<file path="src/rtl/core/dsls_pkg.sv">
package dsls_pkg;

  // Fixed field widths of the decode beat
  localparam int unsigned SRC_W  = 6;
  localparam int unsigned FPAIR_W = 4;
  localparam int unsigned REG_W  = 5;
  localparam int unsigned LAT_W  = 4;

  // Source register codes beyond the GPR numbers
  localparam logic [SRC_W-1:0] SRC_NONE = 6'd0;
  localparam logic [SRC_W-1:0] SRC_HI   = 6'd32;
  localparam logic [SRC_W-1:0] SRC_LO   = 6'd33;

  // Decoded instruction class
  typedef enum logic [1:0] {
    CLS_NORMAL  = 2'd0,
    CLS_SYSCALL = 2'd1,
    CLS_ILLEGAL = 2'd2
  } dsls_class_e;

  // One decode beat
  typedef struct packed {
    logic               machine_in_syscall;
    logic [1:0]         ins_class;
    logic [SRC_W-1:0]   source_a;
    logic [SRC_W-1:0]   source_b;
    logic [FPAIR_W-1:0] source_fpair;
    logic               writes_gpr;
    logic [REG_W-1:0]   dest_gpr;
    logic               writes_hi;
    logic               writes_lo;
    logic               writes_fpr;
    logic [REG_W-1:0]   dest_fpr;
    logic [LAT_W-1:0]   result_latency;
  } dsls_item_t;

  // Decision for one beat
  typedef struct packed {
    logic stall_fetch;
    logic issue_nop;
    logic enter_syscall;
  } dsls_result_t;

  // Counter raise request from the hazard check to the counter bank
  typedef struct packed {
    logic               en_gpr;
    logic               en_hi;
    logic               en_lo;
    logic               en_fpair;
    logic [REG_W-1:0]   gpr;
    logic [FPAIR_W-1:0] fpair;
    logic [LAT_W-1:0]   lat;
  } dsls_raise_t;

endpackage

</file>
<file path="src/rtl/core/dsls_in_if.sv">
interface dsls_in_if;
  import dsls_pkg::*;

  logic               valid;
  logic               ready;
  logic               machine_in_syscall;
  logic [1:0]         ins_class;
  logic [SRC_W-1:0]   source_a;
  logic [SRC_W-1:0]   source_b;
  logic [FPAIR_W-1:0] source_fpair;
  logic               writes_gpr;
  logic [REG_W-1:0]   dest_gpr;
  logic               writes_hi;
  logic               writes_lo;
  logic               writes_fpr;
  logic [REG_W-1:0]   dest_fpr;
  logic [LAT_W-1:0]   result_latency;

  modport source (
    output valid, machine_in_syscall, ins_class, source_a, source_b, source_fpair,
           writes_gpr, dest_gpr, writes_hi, writes_lo, writes_fpr, dest_fpr,
           result_latency,
    input  ready
  );

  modport sink (
    input  valid, machine_in_syscall, ins_class, source_a, source_b, source_fpair,
           writes_gpr, dest_gpr, writes_hi, writes_lo, writes_fpr, dest_fpr,
           result_latency,
    output ready
  );
endinterface

</file>
<file path="src/rtl/core/dsls_out_if.sv">
interface dsls_out_if;
  logic valid;
  logic ready;
  logic stall_fetch;
  logic issue_nop;
  logic enter_syscall;

  modport source (
    output valid, stall_fetch, issue_nop, enter_syscall,
    input  ready
  );

  modport sink (
    input  valid, stall_fetch, issue_nop, enter_syscall,
    output ready
  );
endinterface

</file>
<file path="src/rtl/core/dsls_hazard_check.sv">
module dsls_hazard_check #(
  parameter int NUM_GPR   = 32,
  parameter int NUM_FPAIR = 16
) (
  input  dsls_pkg::dsls_item_t   item_i,
  input  logic [NUM_GPR-1:0]     gpr_busy_i,
  input  logic [NUM_FPAIR-1:0]   fpair_busy_i,
  input  logic [1:0]             hilo_busy_i,
  input  logic                   stall_flag_i,
  output dsls_pkg::dsls_result_t result_o,
  output dsls_pkg::dsls_raise_t  raise_o
);
  import dsls_pkg::*;

  logic gpr_a, gpr_b, busy_a, busy_b, busy_f, stall;

  // Busy lookup per source, one compare per scoreboard entry above zero
  always_comb begin
    gpr_a  = 1'b0;
    gpr_b  = 1'b0;
    busy_f = 1'b0;
    for (int i = 1; i < NUM_GPR; i++) begin
      if (int'(item_i.source_a) == i) gpr_a = gpr_busy_i[i];
      if (int'(item_i.source_b) == i) gpr_b = gpr_busy_i[i];
    end
    for (int i = 1; i < NUM_FPAIR; i++) begin
      if (int'(item_i.source_fpair) == i) busy_f = fpair_busy_i[i];
    end
  end

  // HI and LO codes shadow any GPR of the same number
  assign busy_a = (item_i.source_a == SRC_HI) ? hilo_busy_i[0] :
                  (item_i.source_a == SRC_LO) ? hilo_busy_i[1] : gpr_a;
  assign busy_b = (item_i.source_b == SRC_HI) ? hilo_busy_i[0] :
                  (item_i.source_b == SRC_LO) ? hilo_busy_i[1] : gpr_b;
  assign stall  = busy_a || busy_b || busy_f;

  // Decision and destination priority
  always_comb begin
    result_o       = '0;
    raise_o        = '0;
    raise_o.gpr    = item_i.dest_gpr;
    raise_o.fpair  = item_i.dest_fpr[REG_W-1:1];
    raise_o.lat    = item_i.result_latency;
    if (item_i.machine_in_syscall) begin
      result_o.stall_fetch = stall_flag_i;
    end else begin
      case (item_i.ins_class)
        CLS_NORMAL: begin
          if (stall) begin
            result_o.stall_fetch = 1'b1;
            result_o.issue_nop   = 1'b1;
          end else if (item_i.writes_gpr && (item_i.dest_gpr != '0)) begin
            raise_o.en_gpr = 1'b1;
          end else if (item_i.writes_hi) begin
            raise_o.en_hi = 1'b1;
          end else if (item_i.writes_lo) begin
            raise_o.en_lo = 1'b1;
          end else if (item_i.writes_fpr) begin
            raise_o.en_fpair = 1'b1;
          end
        end
        CLS_SYSCALL: begin
          result_o.enter_syscall = 1'b1;
        end
        default: begin
          result_o.issue_nop = 1'b1;
        end
      endcase
    end
  end
endmodule

</file>
<file path="src/rtl/core/dsls_counter_bank.sv">
module dsls_counter_bank #(
  parameter int NUM_GPR   = 32,
  parameter int NUM_FPAIR = 16,
  parameter int WAIT_BITS = 4
) (
  input  logic                  clk_i,
  input  logic                  rst_ni,
  input  logic                  step_i,
  input  dsls_pkg::dsls_raise_t raise_i,
  output logic [NUM_GPR-1:0]    gpr_busy_o,
  output logic [NUM_FPAIR-1:0]  fpair_busy_o,
  output logic [1:0]            hilo_busy_o
);
  import dsls_pkg::*;

  localparam int WaitMax = (1 << WAIT_BITS) - 1;
  localparam int CmpW    = (WAIT_BITS > LAT_W) ? WAIT_BITS : LAT_W;

  logic [WAIT_BITS-1:0] gpr_q   [NUM_GPR];
  logic [WAIT_BITS-1:0] gpr_d   [NUM_GPR];
  logic [WAIT_BITS-1:0] fpair_q [NUM_FPAIR];
  logic [WAIT_BITS-1:0] fpair_d [NUM_FPAIR];
  logic [WAIT_BITS-1:0] hilo_q  [2];
  logic [WAIT_BITS-1:0] hilo_d  [2];
  logic [1:0]           hilo_hit;
  logic [CmpW-1:0]      lat_w;
  logic [WAIT_BITS-1:0] lat_sat;

  // Latency clipped to what a counter holds
  assign lat_w   = CmpW'(raise_i.lat);
  assign lat_sat = (lat_w > CmpW'(WaitMax)) ? WAIT_BITS'(WaitMax) : WAIT_BITS'(lat_w);

  // Per entry: busy sample, decrement, then raise if the new latency is larger
  for (genvar g = 0; g < NUM_GPR; g++) begin : g_gpr
    logic [WAIT_BITS-1:0] dec;
    logic                 hit;
    assign dec           = gpr_q[g] - WAIT_BITS'(gpr_q[g] != '0);
    assign hit           = raise_i.en_gpr && (int'(raise_i.gpr) == g);
    assign gpr_d[g]      = (hit && (lat_sat > dec)) ? lat_sat : dec;
    assign gpr_busy_o[g] = gpr_q[g] != '0;
  end

  for (genvar g = 0; g < NUM_FPAIR; g++) begin : g_fpair
    logic [WAIT_BITS-1:0] dec;
    logic                 hit;
    assign dec             = fpair_q[g] - WAIT_BITS'(fpair_q[g] != '0);
    assign hit             = raise_i.en_fpair && (int'(raise_i.fpair) == g);
    assign fpair_d[g]      = (hit && (lat_sat > dec)) ? lat_sat : dec;
    assign fpair_busy_o[g] = fpair_q[g] != '0;
  end

  // Entry 0 is HI, entry 1 is LO
  assign hilo_hit = {raise_i.en_lo, raise_i.en_hi};

  for (genvar g = 0; g < 2; g++) begin : g_hilo
    logic [WAIT_BITS-1:0] dec;
    assign dec            = hilo_q[g] - WAIT_BITS'(hilo_q[g] != '0);
    assign hilo_d[g]      = (hilo_hit[g] && (lat_sat > dec)) ? lat_sat : dec;
    assign hilo_busy_o[g] = hilo_q[g] != '0;
  end

  // Counters advance once per beat
  always_ff @(posedge clk_i or negedge rst_ni) begin
    if (!rst_ni) begin
      for (int i = 0; i < NUM_GPR; i++) gpr_q[i] <= '0;
      for (int i = 0; i < NUM_FPAIR; i++) fpair_q[i] <= '0;
      for (int i = 0; i < 2; i++) hilo_q[i] <= '0;
    end else if (step_i) begin
      for (int i = 0; i < NUM_GPR; i++) gpr_q[i] <= gpr_d[i];
      for (int i = 0; i < NUM_FPAIR; i++) fpair_q[i] <= fpair_d[i];
      for (int i = 0; i < 2; i++) hilo_q[i] <= hilo_d[i];
    end
  end
endmodule

</file>
<file path="src/rtl/core/decode_stage_latency_scoreboard.sv">
// Decode-stage hazard scoreboard. Each input beat is one decode cycle: every
// wait counter (one per GPR, one per FPR pair, HI and LO) is sampled as busy
// and decremented once per beat, and the beat's sources are checked against
// the busy samples; with no hazard, at most one destination counter is raised to the
// instruction's latency. The block takes one beat per clock while its output
// is not stalled. A beat lands in an input register, is resolved by the hazard
// check and counter update, and its result is registered in an output register.
// The counter update and the held stall flag are the loop-carried paths and
// close before the beat leaves the input register, so a stalled output only
// blocks the input once both registers are full.
module decode_stage_latency_scoreboard #(
  parameter int NUM_GPR   = 32,
  parameter int NUM_FPAIR = 16,
  parameter int WAIT_BITS = 4
) (
  input  logic       clk_i,
  input  logic       rst_ni,
  dsls_in_if.sink    in_i,
  dsls_out_if.source out_o
);
  import dsls_pkg::*;

  logic                 s1_valid_q;
  dsls_item_t           s1_q;
  logic                 out_valid_q;
  dsls_result_t         res_q;
  dsls_result_t         res;
  dsls_raise_t          raise;
  logic                 stall_flag_q;
  logic                 stall_flag_d;
  logic                 advance;
  logic                 in_fire;
  logic [NUM_GPR-1:0]   gpr_busy;
  logic [NUM_FPAIR-1:0] fpair_busy;
  logic [1:0]           hilo_busy;

  // Handshake: input register moves on when the output register is free or being read
  assign advance    = s1_valid_q && (!out_valid_q || out_o.ready);
  assign in_i.ready = !s1_valid_q || advance;
  assign in_fire    = in_i.valid && in_i.ready;

  // Input register
  always_ff @(posedge clk_i or negedge rst_ni) begin
    if (!rst_ni) begin
      s1_valid_q <= 1'b0;
    end else if (in_i.ready) begin
      s1_valid_q <= in_i.valid;
    end
  end

  always_ff @(posedge clk_i) begin
    if (in_fire) begin
      s1_q.machine_in_syscall <= in_i.machine_in_syscall;
      s1_q.ins_class          <= in_i.ins_class;
      s1_q.source_a           <= in_i.source_a;
      s1_q.source_b           <= in_i.source_b;
      s1_q.source_fpair       <= in_i.source_fpair;
      s1_q.writes_gpr         <= in_i.writes_gpr;
      s1_q.dest_gpr           <= in_i.dest_gpr;
      s1_q.writes_hi          <= in_i.writes_hi;
      s1_q.writes_lo          <= in_i.writes_lo;
      s1_q.writes_fpr         <= in_i.writes_fpr;
      s1_q.dest_fpr           <= in_i.dest_fpr;
      s1_q.result_latency     <= in_i.result_latency;
    end
  end

  // Hazard check on the registered beat
  dsls_hazard_check #(
    .NUM_GPR  (NUM_GPR),
    .NUM_FPAIR(NUM_FPAIR)
  ) u_check (
    .item_i      (s1_q),
    .gpr_busy_i  (gpr_busy),
    .fpair_busy_i(fpair_busy),
    .hilo_busy_i (hilo_busy),
    .stall_flag_i(stall_flag_q),
    .result_o    (res),
    .raise_o     (raise)
  );

  // Wait counters
  dsls_counter_bank #(
    .NUM_GPR  (NUM_GPR),
    .NUM_FPAIR(NUM_FPAIR),
    .WAIT_BITS(WAIT_BITS)
  ) u_counters (
    .clk_i       (clk_i),
    .rst_ni      (rst_ni),
    .step_i      (advance),
    .raise_i     (raise),
    .gpr_busy_o  (gpr_busy),
    .fpair_busy_o(fpair_busy),
    .hilo_busy_o (hilo_busy)
  );

  // Held stall flag: kept through a machine syscall, else the new stall
  assign stall_flag_d = s1_q.machine_in_syscall ? stall_flag_q : res.stall_fetch;

  always_ff @(posedge clk_i or negedge rst_ni) begin
    if (!rst_ni) begin
      stall_flag_q <= 1'b0;
    end else if (advance) begin
      stall_flag_q <= stall_flag_d;
    end
  end

  // Output register
  always_ff @(posedge clk_i or negedge rst_ni) begin
    if (!rst_ni) begin
      out_valid_q <= 1'b0;
    end else if (advance) begin
      out_valid_q <= 1'b1;
    end else if (out_o.ready) begin
      out_valid_q <= 1'b0;
    end
  end

  always_ff @(posedge clk_i) begin
    if (advance) begin
      res_q <= res;
    end
  end

  assign out_o.valid         = out_valid_q;
  assign out_o.stall_fetch   = res_q.stall_fetch;
  assign out_o.issue_nop     = res_q.issue_nop;
  assign out_o.enter_syscall = res_q.enter_syscall;

  // An empty output register never blocks the input side
  a_ready_when_out_free: assert property (@(posedge clk_i) disable iff (!rst_ni)
    !out_valid_q |-> in_i.ready)
    else $error("input blocked while output register is empty");

  // A stall reported on a resolved beat is held in the flag
  a_stall_flag_tracks: assert property (@(posedge clk_i) disable iff (!rst_ni)
    (advance && res.stall_fetch) |=> stall_flag_q)
    else $error("stall flag not set after a stall");

  // A syscall entry is never also a replaced instruction
  a_syscall_no_nop: assert property (@(posedge clk_i) disable iff (!rst_ni)
    out_valid_q |-> !(res_q.enter_syscall && res_q.issue_nop))
    else $error("enter_syscall and issue_nop both set");

  // No counter is raised on a beat that stalls
  a_no_raise_on_stall: assert property (@(posedge clk_i) disable iff (!rst_ni)
    res.stall_fetch |-> !(raise.en_gpr || raise.en_hi || raise.en_lo || raise.en_fpair))
    else $error("counter raised on a stalled beat");
endmodule

</file>
<file path="src/flat_wrapper.sv">
// flat-port wrapper written by rule: the top's interface ports become plain ports
module decode_stage_latency_scoreboard_flat import dsls_pkg::*;
#(
  parameter int NUM_GPR   = 32,
  parameter int NUM_FPAIR = 16,
  parameter int WAIT_BITS = 4
)
  (clk_i, rst_ni, in_i_valid, in_i_machine_in_syscall, in_i_ins_class, in_i_source_a, in_i_source_b, in_i_source_fpair, in_i_writes_gpr, in_i_dest_gpr, in_i_writes_hi, in_i_writes_lo, in_i_writes_fpr, in_i_dest_fpr, in_i_result_latency, in_i_ready, out_o_valid, out_o_stall_fetch, out_o_issue_nop, out_o_enter_syscall, out_o_ready);
  dsls_in_if in_i_i ();
  dsls_out_if out_o_i ();
  input  logic clk_i;
  input  logic rst_ni;
  input wire logic [$bits(in_i_i.valid)-1:0] in_i_valid;
  input wire logic [$bits(in_i_i.machine_in_syscall)-1:0] in_i_machine_in_syscall;
  input wire logic [$bits(in_i_i.ins_class)-1:0] in_i_ins_class;
  input wire logic [$bits(in_i_i.source_a)-1:0] in_i_source_a;
  input wire logic [$bits(in_i_i.source_b)-1:0] in_i_source_b;
  input wire logic [$bits(in_i_i.source_fpair)-1:0] in_i_source_fpair;
  input wire logic [$bits(in_i_i.writes_gpr)-1:0] in_i_writes_gpr;
  input wire logic [$bits(in_i_i.dest_gpr)-1:0] in_i_dest_gpr;
  input wire logic [$bits(in_i_i.writes_hi)-1:0] in_i_writes_hi;
  input wire logic [$bits(in_i_i.writes_lo)-1:0] in_i_writes_lo;
  input wire logic [$bits(in_i_i.writes_fpr)-1:0] in_i_writes_fpr;
  input wire logic [$bits(in_i_i.dest_fpr)-1:0] in_i_dest_fpr;
  input wire logic [$bits(in_i_i.result_latency)-1:0] in_i_result_latency;
  output wire logic [$bits(in_i_i.ready)-1:0] in_i_ready;
  output wire logic [$bits(out_o_i.valid)-1:0] out_o_valid;
  output wire logic [$bits(out_o_i.stall_fetch)-1:0] out_o_stall_fetch;
  output wire logic [$bits(out_o_i.issue_nop)-1:0] out_o_issue_nop;
  output wire logic [$bits(out_o_i.enter_syscall)-1:0] out_o_enter_syscall;
  input wire logic [$bits(out_o_i.ready)-1:0] out_o_ready;
  assign in_i_i.valid = in_i_valid;
  assign in_i_i.machine_in_syscall = in_i_machine_in_syscall;
  assign in_i_i.ins_class = in_i_ins_class;
  assign in_i_i.source_a = in_i_source_a;
  assign in_i_i.source_b = in_i_source_b;
  assign in_i_i.source_fpair = in_i_source_fpair;
  assign in_i_i.writes_gpr = in_i_writes_gpr;
  assign in_i_i.dest_gpr = in_i_dest_gpr;
  assign in_i_i.writes_hi = in_i_writes_hi;
  assign in_i_i.writes_lo = in_i_writes_lo;
  assign in_i_i.writes_fpr = in_i_writes_fpr;
  assign in_i_i.dest_fpr = in_i_dest_fpr;
  assign in_i_i.result_latency = in_i_result_latency;
  assign in_i_ready = in_i_i.ready;
  assign out_o_valid = out_o_i.valid;
  assign out_o_stall_fetch = out_o_i.stall_fetch;
  assign out_o_issue_nop = out_o_i.issue_nop;
  assign out_o_enter_syscall = out_o_i.enter_syscall;
  assign out_o_i.ready = out_o_ready;
  decode_stage_latency_scoreboard #(.NUM_GPR(NUM_GPR), .NUM_FPAIR(NUM_FPAIR), .WAIT_BITS(WAIT_BITS)) u_core (.clk_i(clk_i), .rst_ni(rst_ni), .in_i(in_i_i), .out_o(out_o_i));
endmodule
</file>
<file path="config.mk">
export PLATFORM = sky130hd
export DESIGN_NAME = decode_stage_latency_scoreboard_flat
export DESIGN_NICKNAME = d
export VERILOG_FILES = /design/src/rtl/core/dsls_pkg.sv /design/src/rtl/core/dsls_in_if.sv /design/src/rtl/core/dsls_out_if.sv /design/src/rtl/core/dsls_hazard_check.sv /design/src/rtl/core/dsls_counter_bank.sv /design/src/rtl/core/decode_stage_latency_scoreboard.sv /design/src/flat_wrapper.sv
export SDC_FILE = /design/constraint.sdc
export NUM_CORES = 1
export LEC_CHECK = 0
export BUFFER_PORTS_ARGS = -buffer_cell sky130_fd_sc_hd__buf_2
export CAP_MARGIN = 0
export CORE_MARGIN = 4
export CORE_UTILIZATION = 40
export DETAILED_ROUTE_END_ITERATION = 6
export GPL_TIMING_DRIVEN = 0
export PLACE_DENSITY_LB_ADDON = 0.12
export SLEW_MARGIN = 20
export SYNTH_ARGS = -nofsm -noshare
export SYNTH_HDL_FRONTEND = slang
export SYNTH_SLANG_ARGS = --single-unit
</file>
<file path="constraint.sdc">
create_clock -name clk_i -period 7.55 [get_ports clk_i]
set_input_delay 1.51 -clock clk_i [delete_from_list [all_inputs] [get_ports clk_i]]
set_output_delay 1.51 -clock clk_i [all_outputs]
set_load 0.01 [all_outputs]
</file>
Word level (Yosys, flattened, before mapping)
Index checks and enable logic that the tools add are counted.
Word-level totals
  bits in registers: 235
  word-level logic and storage cells: 594
  bits of input ports: 41
  output and inout port bits: 5
Operators by class
  eq/ne operators: 128
  reduce and logical (&&, ||, !) cells: 155
  magnitude comparators: 49
  bitwise gates (word level): 1
  $add $sub $neg: 48
  muxes and demuxes: 147
Operators with widths (number)
  6-bit == test (second input constant): 36
  4-bit two-way mux: 52
  4-bit greater-than comparator: 48
  4-bit nonzero test: 48
  4-bit by 1-bit subtractor with 4-bit output: 48
  1-bit logical AND: 97
  6-bit by 5-bit == test with 1-bit output (second input constant): 16
  1-bit two-way mux: 91
  5-bit == test (second input constant): 16
  4-bit == test (second input constant): 16
  6-bit by 4-bit == test with 1-bit output (second input constant): 8
  5-bit by 4-bit == test with 1-bit output (second input constant): 8
  4-bit by 3-bit == test with 1-bit output (second input constant): 8
  6-bit by 3-bit == test with 1-bit output (second input constant): 4
  5-bit by 3-bit == test with 1-bit output (second input constant): 4
  4-bit by 2-bit == test with 1-bit output (second input constant): 4
  6-bit by 2-bit == test with 1-bit output (second input constant): 2
  5-bit by 2-bit == test with 1-bit output (second input constant): 2
  4-bit by 1-bit == test with 1-bit output (second input constant): 2
  5-bit by 1-bit == test with 1-bit output (second input constant): 1
  5-bit nonzero test: 1
  4-bit greater-than comparator (second input constant): 1
  1-bit logical OR: 4
  2-bit two-way mux: 2
  other kinds (8): 9

Depth between registers and ports, before layout
  depth in word-level cells: 42
  mapped depth: 14
  depth with buffers taken out: 14

By module
A second synthesis with hierarchy kept.
Unflattened totals
  cells, all modules: 2118
  area total of the unflattened synthesis: 20761.2 um2
Modules (own cells, without submodules)
  dsls_counter_bank: cells each 1849, sequential area each 5004.8 um2, times used 1, area an instance 17855.9 um2
  dsls_hazard_check: cells each 218, sequential area each 0.0 um2, times used 1, area an instance 1560.2 um2
  decode_stage_latency_scoreboard: cells each 51, sequential area each 1276.2 um2, times used 1, area an instance 1345.0 um2

Worst setup path after synthesis
Ideal clock, no wire load.
  path kind: input to output
  start: in out_o_ready
  end: out in_i_ready
  data required time: 6.040 ns
  arrival time: 1.719 ns
  path buffers: 0
  slack: 4.321 ns
  stages: 1
  cells stage by stage: nand3b_1
On the way
  cells in the longest elaborated chain, start to end: 3
Ends and longest elaborated chain
  from (decl): RTL line flat_wrapper.sv:31  | input wire logic [$bits(out_o_i.ready)-1:0] out_o_ready;
  1-bit logical OR: RTL line decode_stage_latency_scoreboard.sv:38  | assign advance = s1_valid_q && (!out_valid_q || out_o.ready);
  1-bit logical AND: RTL line decode_stage_latency_scoreboard.sv:38
  1-bit logical OR: RTL line decode_stage_latency_scoreboard.sv:39  | assign in_i.ready = !s1_valid_q || advance;
  to (decl): RTL line flat_wrapper.sv:26  | output wire logic [$bits(in_i_i.ready)-1:0] in_i_ready;
Every way passes these cells.

Final worst setup path
  start: reg u_core.u_counters.fpair_q[4] in the netlist's numbering
  end: reg u_core.u_counters.gpr_q[40] in the netlist's numbering
On the way
  cells in the longest elaborated chain, start to end: 10
Ends and longest elaborated chain
  from (decl): RTL line dsls_counter_bank.sv:21  | logic [WAIT_BITS-1:0] fpair_q [NUM_FPAIR];
  4-bit nonzero test: RTL line dsls_counter_bank.sv:49  | assign fpair_busy_o[g] = fpair_q[g] != '0;
  1-bit two-way mux (2 in series): RTL line dsls_hazard_check.sv:27  | if (int'(item_i.source_fpair) == i) busy_f = fpair_busy_i[i];
  1-bit logical OR: RTL line dsls_hazard_check.sv:36  | assign stall = busy_a || busy_b || busy_f;
  4-bit two-way mux: RTL line dsls_hazard_check.sv:50  | if (stall) begin
  4-bit two-way mux: RTL line dsls_hazard_check.sv:48  | case (item_i.ins_class)
  4-bit two-way mux: RTL line dsls_hazard_check.sv:45  | if (item_i.machine_in_syscall) begin
  1-bit logical AND: RTL line dsls_counter_bank.sv:38  | assign hit = raise_i.en_gpr && (int'(raise_i.gpr) == g);
  1-bit logical AND: RTL line dsls_counter_bank.sv:39  | assign gpr_d[g] = (hit && (lat_sat > dec)) ? lat_sat : dec;
  4-bit two-way mux: RTL line dsls_counter_bank.sv:39
  to (decl): RTL line dsls_counter_bank.sv:19  | logic [WAIT_BITS-1:0] gpr_q [NUM_GPR];
Every way passes these cells.
A chain may end at the register's enable or synchronous reset.

==> results.yml <==
status:
  outcome: "completed"
clocking:
  cts_setup_buffers: 0
  clock_tree_from_tritoncts: "done"
  cts_buffer_depth: 3
  worst_skew_pair.late_latency_ns: 0.61
  cts_max_level: 1
  cts.repair.resized: 0
  cts.sink_count: 234
  cts-hold-fix-buffers: 0
  clk_pin_slew_worst_paths_ns: 0.06
  cts_inserted_buffers: 30
  cts_root_buf: "sky130_fd_sc_hd__clkbuf_16"
synthesis:
  ys.flop_type: "sky130_fd_sc_hd__dfrtp_1"
  async_reset_ff_share_pct: 83.3
  synth.largest_area_cell: "sky130_fd_sc_hd__dfrtp_1"
  post_synthesis_register_bit_count: 234
  synthTopCellsByCount: "288 x sky130_fd_sc_hd__ha_1, 220 x sky130_fd_sc_hd__nand2_1, 211 x sky130_fd_sc_hd__inv_1, 195 x sky130_fd_sc_hd__dfrtp_1, 157 x sky130_fd_sc_hd__nor2_1"
  most_instantiated_library_cell_after_synthesis: "sky130_fd_sc_hd__ha_1"
  dominant_cells_by_area_after_synthesis: "sky130_fd_sc_hd__dfrtp_1 24%, sky130_fd_sc_hd__ha_1 17%, sky130_fd_sc_hd__edfxtp_1 5.7%"
  post_synth_net_total: 2670
  ys.warnings.count: 0
  synth_enable_flop_cells: 39
  synthDistinctLibCells: 78
  syn_avg_cell_area_um2: 8.82
  syn-cell-area_mm2: 0.0206
  syn_inst_count: 2341
  post-synth-top-area-fraction_pct: 23.6
  yosysSeqAreaShare_pct: 29.3
routing:
  first_iter_violations: 1712
  wl_per_cell_um: 24.1
  drt-pass1-iter-count: 7
  drc: 0
  drt-total-wl_um: 75600
  avgViaCountPerCell: 6.07
  vias: 19009
  ant_nets: 0
setup_path:
  start_kind: "flip-flop"
  cp-end-kind: "flip-flop"
  crit-reg2reg-launch: "u_core.u_counters.fpair_q[4]"
  reg2reg_to: "u_core.u_counters.gpr_q[40]"
  worst-r2r-setup-slack_ns: 2.68
  critical_path_peak_fanout: 10
  critPathRequiredTime_ns: 7.98
  setup.worst_path.class: "reg2reg"
  arrival_ns: 5.30
  ff2ff_path_depth: 11
final_layout:
  antenna_cells_inserted: 0
  drive_gt1_share_pct: 7.77
  synthToLayoutAreaGrowth_pct: 11.8
  nets: 2763
  num-fill-cells: 4909
grt:
  grt_pass1_vias: 18942
  grt_remaining_overflow: 0
  track_usage_pct: 26.5
  largest_net_degree_at_the_start_of_global_routing: 71
  antenna_found_initial: 0
  wire_length_of_the_first_global_routing_pass_um: 115000
floorplan:
  core_area_mm2: 0.0506
  fp.dieH_um: 235
  dieArea_mm2: 0.0553
  core.rowCount: 82
  initial_utilization_pct: 40.8
  io-pin-count: 46
  die_x_um: 235
timing:
  count_of_final_setup_violators: 0
  maxSlewHeadroom_pct: 19.8
  rsz0062_at_grt: "false"
  fmax_mhz: 205
  finalHoldWorstSlack_ns: 0.506
  slew_viol_final: 0
  hold_viol: 0
  final.period_utilization_pct: 64.5
  final.min_clock_period_ns: 4.87
  skew_ns: 0.0277
  worst_pin_slew_ns: 1.20
  final.setup.tns_ns: 0
flow_run:
  drv.max_cap_violation_count: 0
min_path:
  worst_hold_path_type: "reg2reg"
  hold-path-cell-count: 2
  worstHoldStart: "u_core.u_counters.gpr_q[120]"
  worst_hold_path.endpoint: "u_core.u_counters.gpr_q[120]"
power:
  power_density_mw_per_mm2: 328
  vdd.ir_drop.worst_uv: 209
  p_int_mw: 4.37
  clockPowerShare_pct: 20.0
  p_leak_nw: 9.59
  power.switching_mw: 3.20
  switching_share_pct: 42.3
  power.share.combinational_pct: 51.7
  sequentialPowerShare_pct: 28.3
placement:
  gpl.final_weighted_congestion: 0.913
  hpwlAfterDp_um: 54000
  io_buffer_count: 44
==> registers in the layout, indices dropped and copies added, names as in the netlist <==
register	cells
u_core.u_counters.gpr_q	124
u_core.s1_q	36
u_core.out_o.issue_nop	1
u_core.out_o.valid	1
u_core.stall_flag_q	1
u_core.u_counters.hilo_q	8
u_core.u_counters.fpair_q	60
u_core.out_o.enter_syscall	1
u_core.s1_valid_q	1
u_core.out_o.stall_fetch	1
==> stage by stage <==
stage	area [um2]	setup slack, ns	instances	util (%)	total power [mW]
3_5_place_dp	22100	2.77	3074	43.6	6.01
6_report	23100	2.68	3130	45.6	7.57
3_3_place_gp	21700	0.939	3057	42.9	5.77
5_1_grt	23100	2.67	3130	45.6	8.26
2_1_floorplan	20600	4.32	2341	-	5.00
4_1_cts	23100	2.72	3130	45.6	7.57
==> how the worst max path moves through the flow <==
stage | slack [ns] | start | end
final | 2.68 | u_core.u_counters.fpair_q[4] | u_core.u_counters.gpr_q[40]
after global routing | 2.67 | u_core.u_counters.gpr_q[10] | u_core.u_counters.gpr_q[13]
after CTS | 2.72 | u_core.u_counters.fpair_q[4] | u_core.u_counters.gpr_q[40]
after detailed placement | 2.77 | out_o_ready | u_core.u_counters.gpr_q[20]
after global placement | 0.94 | rst_ni | u_core.u_counters.gpr_q[88]
after floorplan | 4.32 | out_o_ready | in_i_ready
==> cells by family after synthesis <==
group / synth area share [%]
compound gates: 16.9
simple gates: 23.8
buf+inv: 5.95
flops: 29.3
mux: 2.53
fa+ha+maj: 17.5
xor+xnor: 4.07
==> cell usage in the layout (no fill, tap or decap), types with 46 or more instances in the layout <==
cell	synthesis	routed
sky130_fd_sc_hd__a21oi_1	113	113
sky130_fd_sc_hd__a221o_1	80	80
sky130_fd_sc_hd__buf_2	8	51
sky130_fd_sc_hd__clkbuf_1	70	71
sky130_fd_sc_hd__dfrtp_1	195	195
sky130_fd_sc_hd__ha_1	288	288
sky130_fd_sc_hd__inv_1	211	210
sky130_fd_sc_hd__nand2_1	220	220
sky130_fd_sc_hd__nand2b_1	54	54
sky130_fd_sc_hd__nand4_1	50	50
sky130_fd_sc_hd__nor2_1	157	156
sky130_fd_sc_hd__nor2b_1	64	63
sky130_fd_sc_hd__nor3_1	64	63
sky130_fd_sc_hd__o21a_1	46	46
sky130_fd_sc_hd__o21ai_0	55	55
sky130_fd_sc_hd__xnor2_1	56	56
==> layer usage <==
| metal | vias up | track usage (%) | share of wire (%) |
|---|---|---|---|
| met2 | 595 | 44.2 | 46 |
| li1 | 8823 | - | - |
| met1 | 9456 | 36.0 | 45 |
| met5 | - | 0 | 0 |
| met4 | 0 | 7.89 | 3.4 |
| met3 | 135 | 3.53 | 5.6 |
==> power by group through the flow <==
| stage | sequential (mW) | clock [mW] | combinational [mW] |
|---|---|---|---|
| 6_report | 2.14 | 1.51 | 3.91 |
| 5_1_grt | 2.20 | 1.59 | 4.46 |
| 4_1_cts | 2.12 | 1.55 | 3.90 |
| 3_5_place_dp | 2.14 | 0 | 3.87 |
| 3_3_place_gp | 2.14 | 0 | 3.63 |
| 2_1_floorplan | 2.03 | 0 | 2.97 |
==> layout make-up <==
type	instances	area [um2]	area share, %
multi-input combinational	1800	13400	58.1
tap	672	841	3.64
timing repair buffer	61	549	2.38
clock inverter	21	208	0.900
clock buffer	35	790	3.42
buffer	94	430	1.87
sequential	234	6050	26.2
inverter	213	802	3.48
==> worst max-delay path, cell delays in order, from the launching register on <==
cell	delay (ns)
sky130_fd_sc_hd__dfrtp_1	0.40
sky130_fd_sc_hd__or4_1	0.67
sky130_fd_sc_hd__mux4_2	0.52
sky130_fd_sc_hd__nand3_1	0.22
sky130_fd_sc_hd__nor4b_2	0.49
sky130_fd_sc_hd__o31a_1	0.40
sky130_fd_sc_hd__nand3_2	0.32
sky130_fd_sc_hd__buf_6	0.28
sky130_fd_sc_hd__or2_1	0.21
sky130_fd_sc_hd__buf_4	0.20
sky130_fd_sc_hd__nor4_2	0.76
sky130_fd_sc_hd__a221oi_1	0.21
(Power assumes the default switching activity.)
